$ cat config.mk
export PLATFORM = sky130hd
export DESIGN_NAME = mac_learning_forwarder
export DESIGN_NICKNAME = d
export VERILOG_FILES = /design/src/design/mlf_pkg.sv /design/src/design/mlf_fifo.sv /design/src/design/mlf_front.sv /design/src/design/mlf_back.sv /design/src/design/mac_learning_forwarder.sv
export SDC_FILE = /design/constraint.sdc
export NUM_CORES = 2
export LEC_CHECK = 0
export BUFFER_PORTS_ARGS = -buffer_cell sky130_fd_sc_hd__buf_2
export CORE_UTILIZATION = 60
export DETAILED_ROUTE_END_ITERATION = 7
export PLACE_DENSITY = 0.83
export SLEW_MARGIN = 20
export SYNTH_ARGS = -nofsm -noshare
export SYNTH_HDL_FRONTEND = slang
export SYNTH_SLANG_ARGS = --single-unit
$ cat constraint.sdc
create_clock -name clk -period 10.3 [get_ports clk]
set_input_delay 1.03 -clock clk [delete_from_list [all_inputs] [get_ports clk]]
set_output_delay 1.03 -clock clk [all_outputs]
set_load 0.02 [all_outputs]
$ cat src/design/mlf_pkg.sv
// Shared types and codes for the MAC learning forwarder.
package mlf_pkg;

    localparam int MAC_W   = 48;
    localparam int PORT_W  = 4;
    localparam int MASK_W  = 16;
    localparam int ETYPE_W = 16;
    localparam int CMD_W   = 2;
    localparam int ACT_W   = 2;

    // Input command codes.
    localparam logic [CMD_W-1:0] CMD_FRAME = 2'd0;
    localparam logic [CMD_W-1:0] CMD_UP    = 2'd1;
    localparam logic [CMD_W-1:0] CMD_DOWN  = 2'd2;

    // Result action codes.
    localparam logic [ACT_W-1:0] ACT_ECHO    = 2'd0;
    localparam logic [ACT_W-1:0] ACT_UNICAST = 2'd1;
    localparam logic [ACT_W-1:0] ACT_FLOOD   = 2'd2;
    localparam logic [ACT_W-1:0] ACT_EVENT   = 2'd3;

    typedef enum logic [2:0] {
        KIND_NOP,
        KIND_ECHO,
        KIND_FRAME,
        KIND_UP,
        KIND_DOWN
    } kind_t;

    typedef struct packed {
        kind_t             kind;
        logic              port_ok;
        logic [PORT_W-1:0] port;
        logic [MAC_W-1:0]  src_mac;
        logic [MAC_W-1:0]  dst_mac;
    } cmd_t;

    typedef struct packed {
        logic [ACT_W-1:0]  action;
        logic [MASK_W-1:0] out_mask;
        logic              learned;
        logic              table_full;
    } result_t;

    typedef struct packed {
        logic              valid;
        logic [PORT_W-1:0] port;
        logic [MAC_W-1:0]  mac;
    } entry_t;

endpackage

$ cat src/design/mlf_fifo.sv
// Small register FIFO used for the command queue and the result queue.
module mlf_fifo #(
    parameter int WIDTH = 8,
    parameter int DEPTH = 2
) (
    input  logic             clk,
    input  logic             rst_n,
    input  logic             push,
    input  logic [WIDTH-1:0] din,
    output logic             full,
    input  logic             pop,
    output logic [WIDTH-1:0] dout,
    output logic             empty
);

    localparam int AW = (DEPTH > 1) ? $clog2(DEPTH) : 1;
    localparam int CW = $clog2(DEPTH + 1);

    logic [WIDTH-1:0] mem [DEPTH];
    logic [AW-1:0]    wr_ptr_reg, wr_ptr_next;
    logic [AW-1:0]    rd_ptr_reg, rd_ptr_next;
    logic [CW-1:0]    count_reg, count_next;
    logic             do_push, do_pop;

    assign full    = (count_reg == CW'(DEPTH));
    assign empty   = (count_reg == '0);
    assign do_push = push && !full;
    assign do_pop  = pop && !empty;
    assign dout    = mem[rd_ptr_reg];

    always_comb
    begin
        wr_ptr_next = wr_ptr_reg;
        rd_ptr_next = rd_ptr_reg;
        count_next  = count_reg;
        if (do_push)
        begin
            wr_ptr_next = (wr_ptr_reg == AW'(DEPTH - 1)) ? '0 : wr_ptr_reg + 1'b1;
        end
        if (do_pop)
        begin
            rd_ptr_next = (rd_ptr_reg == AW'(DEPTH - 1)) ? '0 : rd_ptr_reg + 1'b1;
        end
        if (do_push && !do_pop)
        begin
            count_next = count_reg + 1'b1;
        end
        else if (do_pop && !do_push)
        begin
            count_next = count_reg - 1'b1;
        end
    end

    always_ff @(posedge clk or negedge rst_n)
    begin
        if (!rst_n)
        begin
            wr_ptr_reg <= '0;
            rd_ptr_reg <= '0;
            count_reg  <= '0;
        end
        else
        begin
            wr_ptr_reg <= wr_ptr_next;
            rd_ptr_reg <= rd_ptr_next;
            count_reg  <= count_next;
        end
    end

    always_ff @(posedge clk)
    begin
        if (do_push)
        begin
            mem[wr_ptr_reg] <= din;
        end
    end

endmodule

$ cat src/design/mlf_front.sv
// Front end: holds the echo ethertype register and classifies each request.
module mlf_front #(
    parameter int PORTS = 16
) (
    input  logic                          clk,
    input  logic                          rst_n,
    input  logic                          cfg_wr_en,
    input  logic [mlf_pkg::ETYPE_W-1:0]   cfg_wr_data,
    input  logic                          push,
    input  logic                          full,
    input  logic [mlf_pkg::CMD_W-1:0]     cmd,
    input  logic [mlf_pkg::PORT_W-1:0]    src_port,
    input  logic [mlf_pkg::MAC_W-1:0]     src_mac,
    input  logic [mlf_pkg::MAC_W-1:0]     dst_mac,
    input  logic [mlf_pkg::ETYPE_W-1:0]   ethertype,
    output logic                          cmd_push,
    output mlf_pkg::cmd_t                 cmd_word
);

    import mlf_pkg::*;

    logic [ETYPE_W-1:0] echo_ethertype_reg;
    logic               port_ok;

    always_ff @(posedge clk or negedge rst_n)
    begin
        if (!rst_n)
        begin
            echo_ethertype_reg <= '0;
        end
        else if (cfg_wr_en)
        begin
            echo_ethertype_reg <= cfg_wr_data;
        end
    end

    // A port at or above PORTS is not port_ok and never enters ports_up.
    assign port_ok  = (32'(src_port) < PORTS);
    assign cmd_push = push && !full;

    always_comb
    begin
        cmd_word.port_ok = port_ok;
        cmd_word.port    = src_port;
        cmd_word.src_mac = src_mac;
        cmd_word.dst_mac = dst_mac;
        case (cmd)
            CMD_FRAME: cmd_word.kind = (ethertype == echo_ethertype_reg) ? KIND_ECHO : KIND_FRAME;
            CMD_UP:    cmd_word.kind = port_ok ? KIND_UP : KIND_NOP;
            CMD_DOWN:  cmd_word.kind = port_ok ? KIND_DOWN : KIND_NOP;
            default:   cmd_word.kind = KIND_NOP;
        endcase
    end

endmodule

$ cat src/design/mlf_back.sv
// Back end: MAC table memory, port state and the sequencer that scans the table.
module mlf_back #(
    parameter int MAC_ENTRIES = 64
) (
    input  logic              clk,
    input  logic              rst_n,
    input  logic              cmd_valid,
    input  mlf_pkg::cmd_t     cmd_in,
    output logic              cmd_pop,
    input  logic              res_full,
    output logic              res_push,
    output mlf_pkg::result_t  res_out,
    output logic              clearing
);

    import mlf_pkg::*;

    localparam int IW = $clog2(MAC_ENTRIES);
    localparam logic [IW-1:0] LAST = IW'(MAC_ENTRIES - 1);

    typedef enum logic [2:0] {
        ST_CLEAR,
        ST_IDLE,
        ST_SCAN,
        ST_DRAIN,
        ST_RESULT
    } state_t;

    entry_t mem [MAC_ENTRIES];
    entry_t rd_data_reg;

    state_t             state_reg, state_next;
    cmd_t               cur_reg, cur_next;
    logic [IW-1:0]      addr_reg, addr_next;
    logic               dv_reg, dv_next;
    logic [IW-1:0]      didx_reg, didx_next;
    logic [MASK_W-1:0]  ports_up_reg, ports_up_next;
    logic               src_hit_reg, src_hit_next;
    logic               free_found_reg, free_found_next;
    logic [IW-1:0]      free_idx_reg, free_idx_next;
    logic               dst_hit_reg, dst_hit_next;
    logic [PORT_W-1:0]  dst_port_reg, dst_port_next;

    logic               mem_we;
    logic [IW-1:0]      mem_waddr;
    entry_t             mem_wdata;
    logic [MASK_W-1:0]  own_bit;
    logic [MASK_W-1:0]  cmd_bit;
    logic               learn;

    assign clearing = (state_reg == ST_CLEAR);
    assign own_bit  = cur_reg.port_ok ? (MASK_W'(1) << cur_reg.port) : '0;
    assign cmd_bit  = MASK_W'(1) << cmd_in.port;
    assign learn    = !src_hit_reg && free_found_reg;

    always_comb
    begin
        state_next      = state_reg;
        cur_next        = cur_reg;
        addr_next       = addr_reg;
        dv_next         = 1'b0;
        didx_next       = didx_reg;
        ports_up_next   = ports_up_reg;
        src_hit_next    = src_hit_reg;
        free_found_next = free_found_reg;
        free_idx_next   = free_idx_reg;
        dst_hit_next    = dst_hit_reg;
        dst_port_next   = dst_port_reg;
        mem_we          = 1'b0;
        mem_waddr       = addr_reg;
        mem_wdata       = '0;
        cmd_pop         = 1'b0;
        res_push        = 1'b0;
        res_out         = '0;

        // Entry returned by the read issued in the previous cycle.
        if (dv_reg)
        begin
            if (cur_reg.kind == KIND_FRAME)
            begin
                if (rd_data_reg.valid && rd_data_reg.mac == cur_reg.src_mac)
                begin
                    src_hit_next = 1'b1;
                end
                if (!rd_data_reg.valid && !free_found_reg)
                begin
                    free_found_next = 1'b1;
                    free_idx_next   = didx_reg;
                end
                if (rd_data_reg.valid && rd_data_reg.mac == cur_reg.dst_mac)
                begin
                    dst_hit_next  = 1'b1;
                    dst_port_next = rd_data_reg.port;
                end
            end
            else if (rd_data_reg.valid && rd_data_reg.port == cur_reg.port)
            begin
                mem_we          = 1'b1;
                mem_waddr       = didx_reg;
                mem_wdata       = rd_data_reg;
                mem_wdata.valid = 1'b0;
            end
        end

        case (state_reg)
            ST_CLEAR:
            begin
                mem_we    = 1'b1;
                mem_waddr = addr_reg;
                mem_wdata = '0;
                if (addr_reg == LAST)
                begin
                    addr_next  = '0;
                    state_next = ST_IDLE;
                end
                else
                begin
                    addr_next = addr_reg + 1'b1;
                end
            end
            ST_IDLE:
            begin
                if (cmd_valid && !res_full)
                begin
                    cmd_pop         = 1'b1;
                    cur_next        = cmd_in;
                    addr_next       = '0;
                    src_hit_next    = 1'b0;
                    free_found_next = 1'b0;
                    dst_hit_next    = 1'b0;
                    case (cmd_in.kind)
                        KIND_FRAME:
                        begin
                            state_next = ST_SCAN;
                        end
                        KIND_DOWN:
                        begin
                            ports_up_next = ports_up_reg & ~cmd_bit;
                            state_next    = ST_SCAN;
                        end
                        KIND_UP:
                        begin
                            ports_up_next = ports_up_reg | cmd_bit;
                            state_next    = ST_RESULT;
                        end
                        default:
                        begin
                            state_next = ST_RESULT;
                        end
                    endcase
                end
            end
            ST_SCAN:
            begin
                dv_next   = 1'b1;
                didx_next = addr_reg;
                if (addr_reg == LAST)
                begin
                    state_next = ST_DRAIN;
                end
                else
                begin
                    addr_next = addr_reg + 1'b1;
                end
            end
            ST_DRAIN:
            begin
                state_next = ST_RESULT;
            end
            ST_RESULT:
            begin
                res_push   = 1'b1;
                state_next = ST_IDLE;
                case (cur_reg.kind)
                    KIND_ECHO:
                    begin
                        res_out.action   = ACT_ECHO;
                        res_out.out_mask = MASK_W'(1) << cur_reg.port;
                    end
                    KIND_FRAME:
                    begin
                        res_out.learned    = learn;
                        res_out.table_full = !src_hit_reg && !free_found_reg;
                        if (learn)
                        begin
                            mem_we          = 1'b1;
                            mem_waddr       = free_idx_reg;
                            mem_wdata.valid = 1'b1;
                            mem_wdata.port  = cur_reg.port;
                            mem_wdata.mac   = cur_reg.src_mac;
                        end
                        if (dst_hit_reg)
                        begin
                            res_out.action   = ACT_UNICAST;
                            res_out.out_mask = MASK_W'(1) << dst_port_reg;
                        end
                        else if (learn && cur_reg.dst_mac == cur_reg.src_mac)
                        begin
                            // The destination is the source that was just learned.
                            res_out.action   = ACT_UNICAST;
                            res_out.out_mask = MASK_W'(1) << cur_reg.port;
                        end
                        else
                        begin
                            res_out.action   = ACT_FLOOD;
                            res_out.out_mask = ports_up_reg & ~own_bit;
                        end
                    end
                    default:
                    begin
                        res_out.action = ACT_EVENT;
                    end
                endcase
            end
            default:
            begin
                state_next = ST_IDLE;
            end
        endcase
    end

    always_ff @(posedge clk or negedge rst_n)
    begin
        if (!rst_n)
        begin
            state_reg      <= ST_CLEAR;
            addr_reg       <= '0;
            dv_reg         <= 1'b0;
            ports_up_reg   <= '0;
            cur_reg        <= '0;
            didx_reg       <= '0;
            src_hit_reg    <= 1'b0;
            free_found_reg <= 1'b0;
            free_idx_reg   <= '0;
            dst_hit_reg    <= 1'b0;
            dst_port_reg   <= '0;
        end
        else
        begin
            state_reg      <= state_next;
            addr_reg       <= addr_next;
            dv_reg         <= dv_next;
            ports_up_reg   <= ports_up_next;
            cur_reg        <= cur_next;
            didx_reg       <= didx_next;
            src_hit_reg    <= src_hit_next;
            free_found_reg <= free_found_next;
            free_idx_reg   <= free_idx_next;
            dst_hit_reg    <= dst_hit_next;
            dst_port_reg   <= dst_port_next;
        end
    end

    always_ff @(posedge clk)
    begin
        if (mem_we)
        begin
            mem[mem_waddr] <= mem_wdata;
        end
    end

    always_ff @(posedge clk)
    begin
        rd_data_reg <= mem[addr_reg];
    end

endmodule

$ cat src/design/mac_learning_forwarder.sv
// Top level of the MAC learning forwarder: front end, command queue, back end, result queue.
// A frame header or a port-down event scans the whole table before its result is pushed.
// Echo frames, port-up and unused commands skip the scan and go straight to the result.
// One request is handled at a time; the back end takes the next only when idle and the result queue has room.
// After reset a clearing pass over all MAC_ENTRIES entries runs with full high; config stays writable.
module mac_learning_forwarder #(
    parameter int MAC_ENTRIES = 64,
    parameter int PORTS       = 16
) (
    input  logic                         clk,
    input  logic                         rst_n,
    input  logic                         cfg_wr_en,
    input  logic [mlf_pkg::ETYPE_W-1:0]  cfg_wr_data,
    input  logic                         push,
    output logic                         full,
    input  logic [mlf_pkg::CMD_W-1:0]    cmd,
    input  logic [mlf_pkg::PORT_W-1:0]   src_port,
    input  logic [mlf_pkg::MAC_W-1:0]    src_mac,
    input  logic [mlf_pkg::MAC_W-1:0]    dst_mac,
    input  logic [mlf_pkg::ETYPE_W-1:0]  ethertype,
    output logic                         empty,
    input  logic                         pop,
    output logic [mlf_pkg::ACT_W-1:0]    action,
    output logic [mlf_pkg::MASK_W-1:0]   out_mask,
    output logic                         learned,
    output logic                         table_full
);

    import mlf_pkg::*;

    cmd_t    cmd_word;
    cmd_t    cmd_head;
    result_t res_word;
    result_t res_head;
    logic    cmd_push, cmd_full, cmd_empty, cmd_pop;
    logic    res_push, res_full;
    logic    clearing;

    assign full = cmd_full || clearing;

    mlf_front #(
        .PORTS (PORTS)
    ) u_front (
        .clk         (clk),
        .rst_n       (rst_n),
        .cfg_wr_en   (cfg_wr_en),
        .cfg_wr_data (cfg_wr_data),
        .push        (push),
        .full        (full),
        .cmd         (cmd),
        .src_port    (src_port),
        .src_mac     (src_mac),
        .dst_mac     (dst_mac),
        .ethertype   (ethertype),
        .cmd_push    (cmd_push),
        .cmd_word    (cmd_word)
    );

    mlf_fifo #(
        .WIDTH ($bits(cmd_t)),
        .DEPTH (2)
    ) u_cmd_q (
        .clk   (clk),
        .rst_n (rst_n),
        .push  (cmd_push),
        .din   (cmd_word),
        .full  (cmd_full),
        .pop   (cmd_pop),
        .dout  (cmd_head),
        .empty (cmd_empty)
    );

    mlf_back #(
        .MAC_ENTRIES (MAC_ENTRIES)
    ) u_back (
        .clk       (clk),
        .rst_n     (rst_n),
        .cmd_valid (!cmd_empty),
        .cmd_in    (cmd_head),
        .cmd_pop   (cmd_pop),
        .res_full  (res_full),
        .res_push  (res_push),
        .res_out   (res_word),
        .clearing  (clearing)
    );

    mlf_fifo #(
        .WIDTH ($bits(result_t)),
        .DEPTH (2)
    ) u_res_q (
        .clk   (clk),
        .rst_n (rst_n),
        .push  (res_push),
        .din   (res_word),
        .full  (res_full),
        .pop   (pop),
        .dout  (res_head),
        .empty (empty)
    );

    assign action     = res_head.action;
    assign out_mask   = res_head.out_mask;
    assign learned    = res_head.learned;
    assign table_full = res_head.table_full;

    // No request enters while the table is being cleared.
    a_clear_blocks_input: assert property (@(posedge clk) disable iff (!rst_n)
        clearing |-> full)
        else $error("input accepted during table clearing");

    // The back end only finishes a request when the result queue has room.
    a_result_room: assert property (@(posedge clk) disable iff (!rst_n)
        res_push |-> !res_full)
        else $error("result pushed into a full queue");

    a_cmd_pop_valid: assert property (@(posedge clk) disable iff (!rst_n)
        cmd_pop |-> !cmd_empty)
        else $error("command popped from an empty queue");

    a_learn_xor_full: assert property (@(posedge clk) disable iff (!rst_n)
        !empty |-> !(learned && table_full))
        else $error("result both learned and table full");

endmodule
# Word level (Yosys, flattened, before mapping)
# Memory sizes are Yosys's and may differ from the RTL's. A register that Yosys moved wholly into a read port is not among the register bits.
# Index checks and enable logic that the tools add are counted.
totals:
  regBits: 173
  ramBits: 3638
  elab_cells: 180
  mem_count: 3
mem_list:
  columns: ["memory", "words", "word_bits", "rd", "rd_ports_with_merged_regs", "write_ports", "line", "source"]
  rows:
  - ["u_back.mem", 64, 53, 1, 1, 1, "mlf_back.sv:29", "entry_t mem [MAC_ENTRIES];"]
  - ["u_cmd_q.mem", 2, 103, 1, 0, 1, "mlf_fifo.sv:19", "logic [WIDTH-1:0] mem [DEPTH];"]
  - ["u_res_q.mem", 2, 20, 1, 0, 1, "mlf_fifo.sv:19", null]
op_classes:
  addsub: 9
  n_eq_ne: 23
  n_shift: 3
  muxes: 70
  n_bitwise: 5
  n_reduce_logical: 45
ops:
  columns: ["cell", "count"]
  rows:
  - ["$mux W53", 4]
  - ["$eq A48 B48 Y1", 3]
  - ["$pmux W53 S2", 1]
  - ["$pmux W16 S2", 2]
  - ["$mux W52", 1]
  - ["$mux W6", 8]
  - ["$shl A1 B4 Y16 const A", 3]
  - ["$mux W18", 2]
  - ["$mux W1", 34]
  - ["$and A16 B16 Y16", 2]
  - ["$not A16 Y16", 2]
  - ["$mux W20", 1]
  - ["$pmux W6 S3", 1]
  - ["$logic_and A1 B1 Y1", 17]
  - ["$eq A16 B16 Y1", 1]
  - ["$mux W16", 1]
  - ["$or A16 B16 Y16", 1]
  - ["$eq A3 B2 Y1 const B", 5]
  - ["$reduce_and A3 Y1", 5]
  - ["$logic_not A1 Y1", 12]
  - ["$mux W2", 6]
  - ["$mux W3", 4]
  - ["$pmux W3 S4", 1]
  - ["$pmux W6 S2", 1]
  - ["other kinds (22)", 37]

# Longest topological paths before layout
logic_depth:
  depth_word: 10
  depth_mapped: 11
  mapped_depth_nobuf: 8

# Modules after synthesis
# Synthesis repeated with hierarchy kept, for this count alone.
hier_totals:
  hier_cells: 7191
  area_unflattened_um2: 151183.7
by_module_without_submodules:
  columns: ["mod", "instances", "cells_per_inst", "area_each_um2", "seq_area_each_um2"]
  rows:
  - ["mlf_back", 1, 6603, 140021.8, 106647.3]
  - ["mlf_fifo (u_cmd_q)", 1, 343, 7952.6, 6346.1]
  - ["mlf_fifo (u_res_q)", 1, 81, 1637.8, 1301.2]
  - ["mlf_front", 1, 162, 1561.5, 400.4]
  - ["mac_learning_forwarder", 1, 2, 10.0, 0.0]

# Least setup slack after synthesis
# No wires, ideal clock.
synth_path:
  path_kind: "flip-flop to flip-flop"
  start: "register u_back.state_reg[1]"
  end: "memory u_back.mem[1][0] (netlist name), enable pin"
  arrival_time_ns: 5.700
  required_time_ns: 9.771
  setup_slack_ns: 4.071
  path_stages_with_launch: 7
  path_buffers: 1
  period_less_slack_ns: 6.229
  cell_sequence: "dfrtp_1 -> or4b_4 -> nor4_4 -> a22oi_2 -> a221o_1 -> clkbuf_1 -> nor3_1"
synth_via:
  elab_chain_len: 4
  elab_cells_between_ends: 6
  classes_between: "1 x eq/ne; 4 x mux; 1 x reduce/logical"
synth_rtl:
  columns: ["element", "line", "source"]
  rows:
  - ["start, declared", "mlf_back.sv:32", "state_t state_reg, state_next;"]
  - ["start signal, assigned", "mlf_back.sv:240", "state_reg <= state_next;"]
  - ["$eq A3 B3 Y1 or $logic_not A3 Y1 (tied branches)", "mlf_back.sv:105", "case (state_reg)"]
  - ["$pmux W1 S2", "mlf_back.sv:105", null]
  - ["$mux W1", "mlf_back.sv:256", "if (mem_we)"]
  - ["$mux W1 (not written as such)", "mlf_back.sv:258", "mem[mem_waddr] <= mem_wdata;"]
  - ["end, declared", "mlf_back.sv:29", null]
# Several ways; a longest one is shown, not always the timed one.

# Worst setup path in the final report
layout_path:
  start: "register u_back.cur_reg[98] (netlist name)"
  end: "memory u_back.mem[17][35] (netlist name), enable pin"
layout_via:
  elab_chain_len: 10
  elab_cells_between_ends: 16
  classes_between: "1 x eq/ne; 14 x mux; 1 x reduce/logical"
layout_rtl:
  columns: ["element", "line", "source"]
  rows:
  - ["start, declared", "mlf_back.sv:33", "cmd_t cur_reg, cur_next;"]
  - ["start signal, assigned", "mlf_back.sv:244", "cur_reg <= cur_next;"]
  - ["$eq A4 B4 Y1 *", "mlf_back.sv:96", "else if (rd_data_reg.valid && rd_data_reg.port == cur_reg.port)"]
  - ["$logic_and A1 B1 Y1 *", "mlf_back.sv:96", null]
  - ["$mux W1", "mlf_back.sv:96", null]
  - ["$mux W1", "mlf_back.sv:79", "if (cur_reg.kind == KIND_FRAME)"]
  - ["$mux W1", "mlf_back.sv:77", "if (dv_reg)"]
  - ["$mux W1", "mlf_back.sv:184", "if (learn)"]
  - ["$mux W1", "mlf_back.sv:174", "case (cur_reg.kind)"]
  - ["$pmux W1 S2", "mlf_back.sv:105", null]
  - ["$mux W1", "mlf_back.sv:256", null]
  - ["$mux W1 (not written as such)", "mlf_back.sv:258", null]
# Every way passes the cells marked *; elsewhere a longest branch is shown, timed or not.

==> impl_metrics.env <==
export IMPL_core_area_um2=246000
export IMPL_clockBufferDepth=4
export IMPL_syn_nets=6778
export IMPL_syn_inst=6636
export IMPL_powerDensity_nw_per_um2=185
export IMPL_seq_power_share_pct=54.7
export IMPL_ys_warnings_count=0
export IMPL_rows=182
export IMPL_relSlewSlack_pct=18.3
export IMPL_netlist_area_um2=149000
export IMPL_pin_count=161
export IMPL_synth_cell_types=68
export IMPL_clk_root_buffer_cell="clkbuf_16"
export IMPL_critical_path_arrival_ps=6390
export IMPL_fillers=13600
export IMPL_fin_nets=7177
export IMPL_tightest_slew_ps=1220
export IMPL_synth_seq_cells=3864
export IMPL_synth_seq_area_share_pct=77.2
export IMPL_crit_path_end_kind="register"
export IMPL_clkPwrFrac_pct=45.0
export IMPL_clock_tree_htree_level_count=5
export IMPL_hpwlAfterDp_um=221000
export IMPL_whs_ps=130
export IMPL_reg2reg_depth=10
export IMPL_synth_edf_count=3638
export IMPL_cts_tree="yes"
export IMPL_firstDrtPassIters=7
export IMPL_final_max_slew_violation_count=0
export IMPL_crit_type="reg2reg"
export IMPL_grt_overflow=0
export IMPL_first_iter_violations=16000
export IMPL_cp_required_ps=10890
export IMPL_pwr_share_comb_pct=0.2
export IMPL_p_int_w=0.0246
export IMPL_totalWireLength_um=465000
export IMPL_syn_avg_cell_area_um2=22.4
export IMPL_hp_class="in2async"
export IMPL_total_power_w=0.0309
export IMPL_ctsHoldBuffers=0
export IMPL_fin_skew_ps=69.8
export IMPL_syn_to_final_growth_pct=12.2
export IMPL_max_vdd_ir_drop_mv=0.146
export IMPL_viasPerCell=7.73
export IMPL_drcViolationCount=8
export IMPL_cp_max_fo=39
export IMPL_failed_checks="DRC"
export IMPL_timing_rr_end="u_back.mem[17][35]$_DFFE_PP_"
export IMPL_grt_pass1_wl_um=633000
export IMPL_ant_nets=0
export IMPL_dpl_instance_area_um2=155000
export IMPL_hold_viol=0
export IMPL_cts_clk_slew_worst_paths_ps=60
export IMPL_post_cts_buffers=0
export IMPL_finalSetupViolCount=0
export IMPL_io_buffers=160
export IMPL_fin_area_um2=167000
export IMPL_max_cap_violations=0
export IMPL_insertion_delay_ps=1010
export IMPL_seq_area_um2=115000
export IMPL_grt_max_degree=129
export IMPL_grt_usage_pct=36.9
export IMPL_cts_sinks=3864
export IMPL_fin_crit_sh_pct=56.4
export IMPL_grt_antenna_before_repair=38
export IMPL_rsz0062_at_grt="no"
export IMPL_synthFlopType="edfxtp_1"
export IMPL_postLayoutCoreUtil_pct=67.8
export IMPL_setup_tns_ps=0
export IMPL_fmax_ghz=0.172
export IMPL_via_count=81600
export IMPL_startpoint_type="register"
export IMPL_initial_utilization_pct=60.4
export IMPL_total_leakage_power_nw=43.9
export IMPL_dieHeight_um=500
export IMPL_p_switching_w=0.00629
export IMPL_async_flop_share_pct=4.48
export IMPL_largest_reg_flops=3392
export IMPL_multi_input_area_um2=33500
export IMPL_switching_share_pct=20.3
export IMPL_cts_repair_resized=0
export IMPL_finalCriticalPeriod_ps=5810
export IMPL_cts_buffers=372
export IMPL_die_w_um=500
export IMPL_status="finished, violations left"
export IMPL_post_drt_wl_per_cell_um=44.1
export IMPL_r2r_slack_ps=4490
export IMPL_die_area_um2=250000
export IMPL_reg2reg_from="u_back.cur_reg[98]$_DFFE_PN0P_"
export IMPL_drive_above_1_share_pct=29.6
export IMPL_gp_congestion=0.917
export IMPL_grt_pass1_vias=80100
[cells in the final DEF (no fill, tap or decap), drive strengths merged, types with 3 or more instances in the layout]
cell type	synthesis	layout
a2111oi	31	31
o21ai	138	138
edfxtp	3638	3638
buf	112	385
nor4	50	50
mux2i	102	102
and3	5	5
a22o	3	3
nor3	67	67
a21oi	80	80
mux2	63	63
nor2	79	79
o31ai	8	8
nand3	21	21
o211ai	5	5
dfxtp	53	53
xnor2	41	41
or3b	3	3
nand2b	15	15
dfrtp	173	173
nand4	22	22
ha	3	3
bufinv	0	34
diode	0	17
clkinvlp	0	13
nor3b	4	4
nand2	302	302
clkinv	0	129
a22oi	109	109
inv	11	19
mux4	1060	1060
nor2b	10	10
and2	5	5
xor2	133	133
a31oi	8	8
clkbuf	249	475
[worst max path at each step]
stage	start	to	slack, ps	cells past startpoint
after global routing	u_back.cur_reg[98]$_DFFE_PN0P_	u_back.mem[17][35]$_DFFE_PP_	4520	10
after detailed placement	u_back.cur_reg[103]$_DFFE_PN0P_	u_back.mem[27][24]$_DFFE_PP_	4700	9
after global placement	u_back.cur_reg[101]$_DFFE_PN0P_	u_back.mem[27][25]$_DFFE_PP_	4770	9
after floorplan	u_back.state_reg[1]$_DFFE_PN0P_	u_back.mem[1][0]$_DFFE_PP_	4070	6
final	u_back.cur_reg[98]$_DFFE_PN0P_	u_back.mem[17][35]$_DFFE_PP_	4490	10
after CTS	u_back.cur_reg[101]$_DFFE_PN0P_	u_back.mem[27][30]$_DFFE_PP_	4470	9
[critical path, stage by stage (launching register included)]
cell     delay (ps)
dfrtp_1         540
xnor2_1         340
nand4_1         650
nor2_4          720
buf_4           520
mux2i_1         150
a211o_1         370
buf_4           290
nor3_2          490
buf_4           420
buf_4           810
[cells by family after synthesis]
| kind of cell | count (synthesis) | synth area share (%) |
|---|---|---|
| AND/OR/NAND/NOR | 596 | 1.86 |
| adder cells (fa/ha/maj) | 3 | 0.0253 |
| buffers and inverters | 372 | 0.993 |
| multiplexers | 1225 | 17.2 |
| AO/OA/AOI/OAI | 402 | 1.71 |
| XOR/XNOR | 174 | 1.03 |
| flip-flops | 3864 | 77.2 |
[stage by stage]
stage / setup slack [ps] / std cells
after global routing: 4520 / 10500
final: 4490 / 10600
after floorplan: 4070 / 6636
after detailed placement: 4700 / 9872
after CTS: 4470 / 10500
after global placement: 4770 / 9872
[cells in the mapped netlist, drive strengths merged, types with 4 or more instances]
master   instances  share of area, %
mux2            63              0.48
o211ai           5             0.025
a21oi           80              0.27
nor4            50              0.22
o31ai            8             0.040
xor2           133              0.78
nand3           21             0.071
and2             5             0.021
dfxtp           53              0.71
mux4          1060                16
nand4           22             0.093
edfxtp        3638                74
nand2          302              0.76
clkbuf         249              0.63
mux2i          102              0.69
nor2            79              0.20
a31oi            8             0.034
and3             5             0.021
nor3b            4             0.020
nor3            67              0.25
a2111oi         31              0.18
buf            112              0.34
inv             11             0.028
o21ai          138              0.46
nand2b          15             0.063
nor2b           10             0.042
a22oi          109              0.56
dfrtp          173               2.9
xnor2           41              0.24
[power by group through the flow]
stage,Clock [W],Sequential [W],Combinational (W)
final,0.0139,0.0169,0.0000685
after global routing,0.0144,0.0169,0.0000741
after CTS,0.0138,0.0169,0.0000690
after detailed placement,0,0.0173,0.0000684
after global placement,0,0.0173,0.0000636
after floorplan,0,0.0173,0.0000144
[layout make-up]
type,instances,share of cell area (%)
Clock inverter,184,1.07
Clock buffer,474,5.97
Antenna cell,17,0.0255
Tap cell,3220,2.42
Inverter,11,0.0308
Multi-Input combinational cell,2400,20.1
Sequential cell,3864,68.7
Timing Repair Buffer,386,1.63
[layer usage]
layer	wire length, µm	vias to the layer above	track usage (%)
met5	212	-	0
met4	37900	30	22.8
met3	67200	2238	11.2
met2	218000	9340	57.5
met1	142000	41300	45.7
li1	-	28700	-
No activity file was read; power rests on OpenSTA's default activity.
